--- config.mk ---
export PLATFORM = sky130hd
export DESIGN_NAME = sds_ctrl
export DESIGN_NICKNAME = d
export VERILOG_FILES = /design/src/rtl/sds_pkg.sv /design/src/rtl/sds_ctrl.sv
export VERILOG_INCLUDE_DIRS = /design/src /design/src/rtl
export SDC_FILE = /design/constraint.sdc
export NUM_CORES = 1
export LEC_CHECK = 0
export ABC_AREA = 1
export BUFFER_PORTS_ARGS = -buffer_cell sky130_fd_sc_hd__buf_2
export CORE_AREA = 2 2 39 41
export CTS_CLUSTER_SIZE = 16
export DETAILED_ROUTE_END_ITERATION = 12
export DIE_AREA = 0 0 41 43
export PLACE_DENSITY = 0.3
export SETUP_SLACK_MARGIN = 0.1
export SLEW_MARGIN = 25
export SYNTH_ARGS = -nofsm -noshare
export SYNTH_HDL_FRONTEND = slang
export SYNTH_SLANG_ARGS = --single-unit
--- constraint.sdc ---
create_clock -name aclk -period 1.1 [get_ports aclk]
set_clock_uncertainty 0.2 [all_clocks]
set_input_delay 0.22 -clock aclk [delete_from_list [all_inputs] [get_ports aclk]]
set_output_delay 0.22 -clock aclk [all_outputs]
set_load 0.03 [all_outputs]
--- src/rtl/shared_dual_stack_defines.svh ---
// ============================================================================
// shared_dual_stack_defines.svh
// Assertion macros shared by the shared dual stack RTL.
// ============================================================================
`ifndef SHARED_DUAL_STACK_DEFINES_SVH
`define SHARED_DUAL_STACK_DEFINES_SVH

// Property checked on every clock edge, masked while reset is asserted.
`define SDS_ASSERT(lbl, prop, msg) \
    lbl: assert property (@(posedge aclk) disable iff (!aresetn) prop) else $error(msg);

// Property checked on every clock edge, reset included.
`define SDS_ASSERT_ALWAYS(lbl, prop, msg) \
    lbl: assert property (@(posedge aclk) prop) else $error(msg);

`endif

--- src/rtl/sds_pkg.sv ---
// ============================================================================
// sds_pkg
// Types, codes and default sizes for the shared dual stack.
// ============================================================================
`default_nettype none

package sds_pkg;

    localparam int DEPTH_DEF     = 1024;
    localparam int WORD_BITS_DEF = 32;

    typedef enum logic [1:0] {
        OP_PUSH  = 2'd0,
        OP_POP   = 2'd1,
        OP_PEEK  = 2'd2,
        OP_CLEAR = 2'd3
    } sds_op_t;

    localparam logic [1:0] ST_OK    = 2'd0;
    localparam logic [1:0] ST_FULL  = 2'd1;
    localparam logic [1:0] ST_EMPTY = 2'd2;

    typedef enum logic [1:0] {
        S_IDLE   = 2'd0,
        S_ACCESS = 2'd1,
        S_RESULT = 2'd2
    } sds_state_t;

    // Commands from controller to datapath.
    typedef struct packed {
        logic capture;  // latch request fields
        logic access;   // memory access and pointer update
        logic load;     // load result register
    } sds_cmd_t;

endpackage

`default_nettype wire

--- src/rtl/sds_ctrl.sv ---
// ============================================================================
// sds_ctrl
// Request sequencer: accept, access, result; owns the result valid flag.
// ============================================================================
`default_nettype none

`include "shared_dual_stack_defines.svh"

module sds_ctrl (
    input  wire logic              aclk,
    input  wire logic              aresetn,
    input  wire logic              s_tvalid,
    output logic                   s_tready,
    output logic                   m_tvalid,
    input  wire logic              m_tready,
    output sds_pkg::sds_cmd_t      cmd
);
    import sds_pkg::*;

    sds_state_t state_reg, state_next;
    logic       m_valid_reg, m_valid_next;

    always_ff @(posedge aclk) begin
        if (!aresetn) begin
            state_reg   <= S_IDLE;
            m_valid_reg <= 1'b0;
        end else begin
            state_reg   <= state_next;
            m_valid_reg <= m_valid_next;
        end
    end

    always_comb begin
        state_next = state_reg;
        unique case (state_reg)
            S_IDLE: begin
                if (s_tvalid) state_next = S_ACCESS;
            end
            S_ACCESS: begin
                state_next = S_RESULT;
            end
            S_RESULT: begin
                // wait for the result register to free up
                if (!m_valid_reg || m_tready) state_next = S_IDLE;
            end
            default: state_next = S_IDLE;
        endcase
    end

    always_comb begin
        s_tready    = 1'b0;
        cmd.capture = 1'b0;
        cmd.access  = 1'b0;
        cmd.load    = 1'b0;
        unique case (state_reg)
            S_IDLE: begin
                s_tready    = 1'b1;
                cmd.capture = s_tvalid;
            end
            S_ACCESS: begin
                cmd.access = 1'b1;
            end
            S_RESULT: begin
                cmd.load = !m_valid_reg || m_tready;
            end
            default: ;
        endcase
    end

    always_comb begin
        if (cmd.load) begin
            m_valid_next = 1'b1;
        end else if (m_tready) begin
            m_valid_next = 1'b0;
        end else begin
            m_valid_next = m_valid_reg;
        end
    end

    assign m_tvalid = m_valid_reg;

    `SDS_ASSERT(a_load_no_overwrite, cmd.load |-> (!m_valid_reg || m_tready), "result overwritten while stalled")
    `SDS_ASSERT(a_load_sets_valid, cmd.load |=> m_valid_reg, "loaded result not presented")
    `SDS_ASSERT(a_access_then_result, (state_reg == S_ACCESS) |=> (state_reg == S_RESULT), "access not followed by result")
    `SDS_ASSERT(a_one_at_a_time, (s_tvalid && s_tready) |=> !s_tready, "new beat taken during access")
    `SDS_ASSERT_ALWAYS(a_reset_idle, !aresetn |=> (state_reg == S_IDLE && !m_valid_reg), "reset did not idle controller")

endmodule

`default_nettype wire

==> results.yml <==
outcome:
  outcome: "finished with violations"
  violations: "setup timing"
detailed_routing:
  wl_met1_um: 143
  drtIter0Drc: 1
  top_layer: "met3"
  dr_wl_met2_um: 189
  vias: 172
  wirelength_um: 364
  drc: 0
  firstDrtPassIters: 3
  ant_nets: 0
  wl_met3_um: 31
  wire_per_inst_um: 6.87
  vias_per_cell: 3.25
finish:
  antenna_cells: 0
  final_core_util_pct: 25.3
  seq_area_um2: 68.8
  largest_reg_flops: 2
  layout-drive-gt1-share_pct: 86.5
  final_cell_area_um2: 350
  multi_input_comb_area_um2: 91.3
  nFillCells: 162
  finalNetCount: 42
  area_growth_pct: 122
timing:
  max_slew_margin_pct: 91.5
  fin_crit_ns: 1.35
  setup_viol: 6
  worst_slack_ns: -0.252
  drv_slew: 0
  finalHoldViolCount: 0
  post-route-period-util_pct: 123
  rsz0062_at_grt: "yes"
  worst_slew_pin_slew_ns: 0.127
  fmax_ghz: 0.740
worst_setup_path:
  crit_chain: "inv_4 > nor3_2 > buf_4"
  max_stage_delay_ns: 0.33
  worstPathArrival_ns: 0.93
  r2r_slack_ns: -0.01
  slowest_stage: "dfxtp_2"
  required_ns: 0.68
  worst-setup-path-type: "flop to output pin"
  worstSetupEndpointType: "output pin"
  critPathLaunchType: "flop"
  path_max_fanout: 4
  crit_buf_inv: 2
  crit_family: "flip-flops"
cts:
  clockBufferDepth: 2
  cts.clk_slew.worst_paths_ns: 0.04
  cts-buffers-inserted: 3
  root_buffer: "clkbuf_4"
  clkLatencyLatePin_ns: 0.23
  cts_sinks: 3
  cts_tree: "done"
  cts-htree-levels: 1
logic_synthesis:
  ys_seq_elements: 3
  netlist_area_um2: 158
  netlist.area_leader.share_pct: 38.1
  synth-seq-area-share_pct: 38.1
  synth.distinct_cells: 12
  yosys-top-cells-area: "dfxtp_1 (38%), inv_1 (14%), nand2_1 (7.1%), nor2_4 (7.1%), nor3_2 (6.3%)"
  synth_area_leader_cell: "dfxtp_1"
  synth_area_per_cell_um2: 7.51
  yosysWarnings: 0
  synthCells: 21
  synth_nets: 25
power:
  p_per_area_nw_per_um2: 1180
  pwr-share-comb_pct: 25.3
  power_w: 0.000414
  p_leak_nw: 0.160
  internal-power_w: 0.000297
  peakVddDrop_mv: 0.458
  power_switching_w: 0.000117
  seqPwrFrac_pct: 28.8
  p_sw_share_pct: 28.3
  p_clk_share_pct: 45.9
placement:
  routabilityCongestion: 0.650
  dpl_cell_area_um2: 248
  io_buffer_count: 8
  dpl.hpwl_um: 280
global_route:
  grt_pass1_vias: 170
  grt_max_degree: 5
  antenna_found_initial: 0
  track_usage_pct: 6.01
  grt_first_pass_wirelength_um: 627
  grt_overflow: 0
worst_hold_path:
  hold_path.class: "primary input to flop"
die:
  die_x_um: 41
  die_h_um: 43
  dieArea_um2: 1760
  start_util_pct: 11.4
  core_um2: 1380
  row_count: 14
  pin_count: 9
run:
  maxCapViolCount: 0
==> cell usage after synthesis, drive strengths merged <==
master / number
a21oi: 1
inv: 7
buf: 1
nor3: 2
nand2: 3
o21a: 1
dfxtp: 3
nor2: 3
==> per-stage QoR <==
stage / hold slack [ns] / setup slack (ns) / instances / setup TNS (ns)
after global routing: 0.00544 / -0.297 / 53 / -1.37
after floorplan: 0.137 / -0.0384 / 21 / -0.0442
after CTS: 0.00439 / -0.274 / 53 / -1.15
after global placement: 0.245 / -0.0944 / 46 / -0.205
after detailed placement: 0.244 / -0.0938 / 46 / -0.198
final: 0.00960 / -0.252 / 53 / -1.07
==> power by group through the flow <==
stage	combinational (W)	clock (W)	sequential, W
final	0.000105	0.000190	0.000119
after global routing	0.000112	0.000216	0.000120
after CTS	0.000105	0.000204	0.000119
after detailed placement	0.0000795	0	0.000120
after global placement	0.0000802	0	0.000120
after floorplan	0.0000543	0	0.000121
==> worst register-to-register path: cells and delay by family (launching register included) <==
family | cells | cell delay [ns]
simple gates | 2 | 0.13
compound gates | 1 | 0.10
buf+inv | 3 | 0.28
flops | 1 | 0.33
==> layout by cell type (no fill, tap or decap) <==
cell      netlist  routed
dfxtp_2         0       1
inv_1           6       2
buf_4           1       4
buf_2           0       3
nand2_4         0       1
o21a_1          1       1
clkbuf_4        0       3
dfxtp_4         0       2
clkbuf_1        0       1
buf_6           0       6
nand2_1         3       1
nor2_4          1       3
a21oi_2         1       1
inv_2           1       3
inv_4           0       2
nand2_2         0       1
nor3_2          1       2
==> layer usage <==
| metal | GRT usage (%) | vias up |
|---|---|---|
| met5 | 0 | - |
| met1 | 5.41 | 75 |
| met4 | 4.00 | 0 |
| li1 | - | 90 |
| met2 | 7.81 | 7 |
| met3 | 6.28 | 0 |
==> area by class of cell <==
class	instances	share of cell area [%]
inverters	7	8.93
flip-flops and latches	3	19.6
clock buffers	4	7.50
repair buffers	13	32.1
well taps	16	5.71
multi-input cells	10	26.1
==> timing repair <==
action	in CTS	in global routing
pin swaps	3	1
endpoints found under the setup margin	7	7
hold buffers	0	0
setup buffers	3	0
resized for setup	17	1
==> path summary, 6_finish.rpt <==
kind | endpoint | start | depth (start not counted)
worst max-delay path | cmd[0] | state_reg[1] | 3
worst min-delay path | m_tvalid | aresetn | 2
worst max register to register | state_reg[1] | state_reg[1] | 6
worst min register to register | state_reg[1] | state_reg[0] | 3
==> kinds of logic (layout without fill, tap and decap cells) <==
group | after synthesis | after routing | synth area share (%)
AOI/OAI and AO/OA | 2 | 2 | 10.3
buffers and inverters | 8 | 24 | 21.4
DFF | 3 | 3 | 38.1
and+or+nand+nor | 8 | 8 | 30.2
No activity file was read; power rests on OpenSTA's default activity.
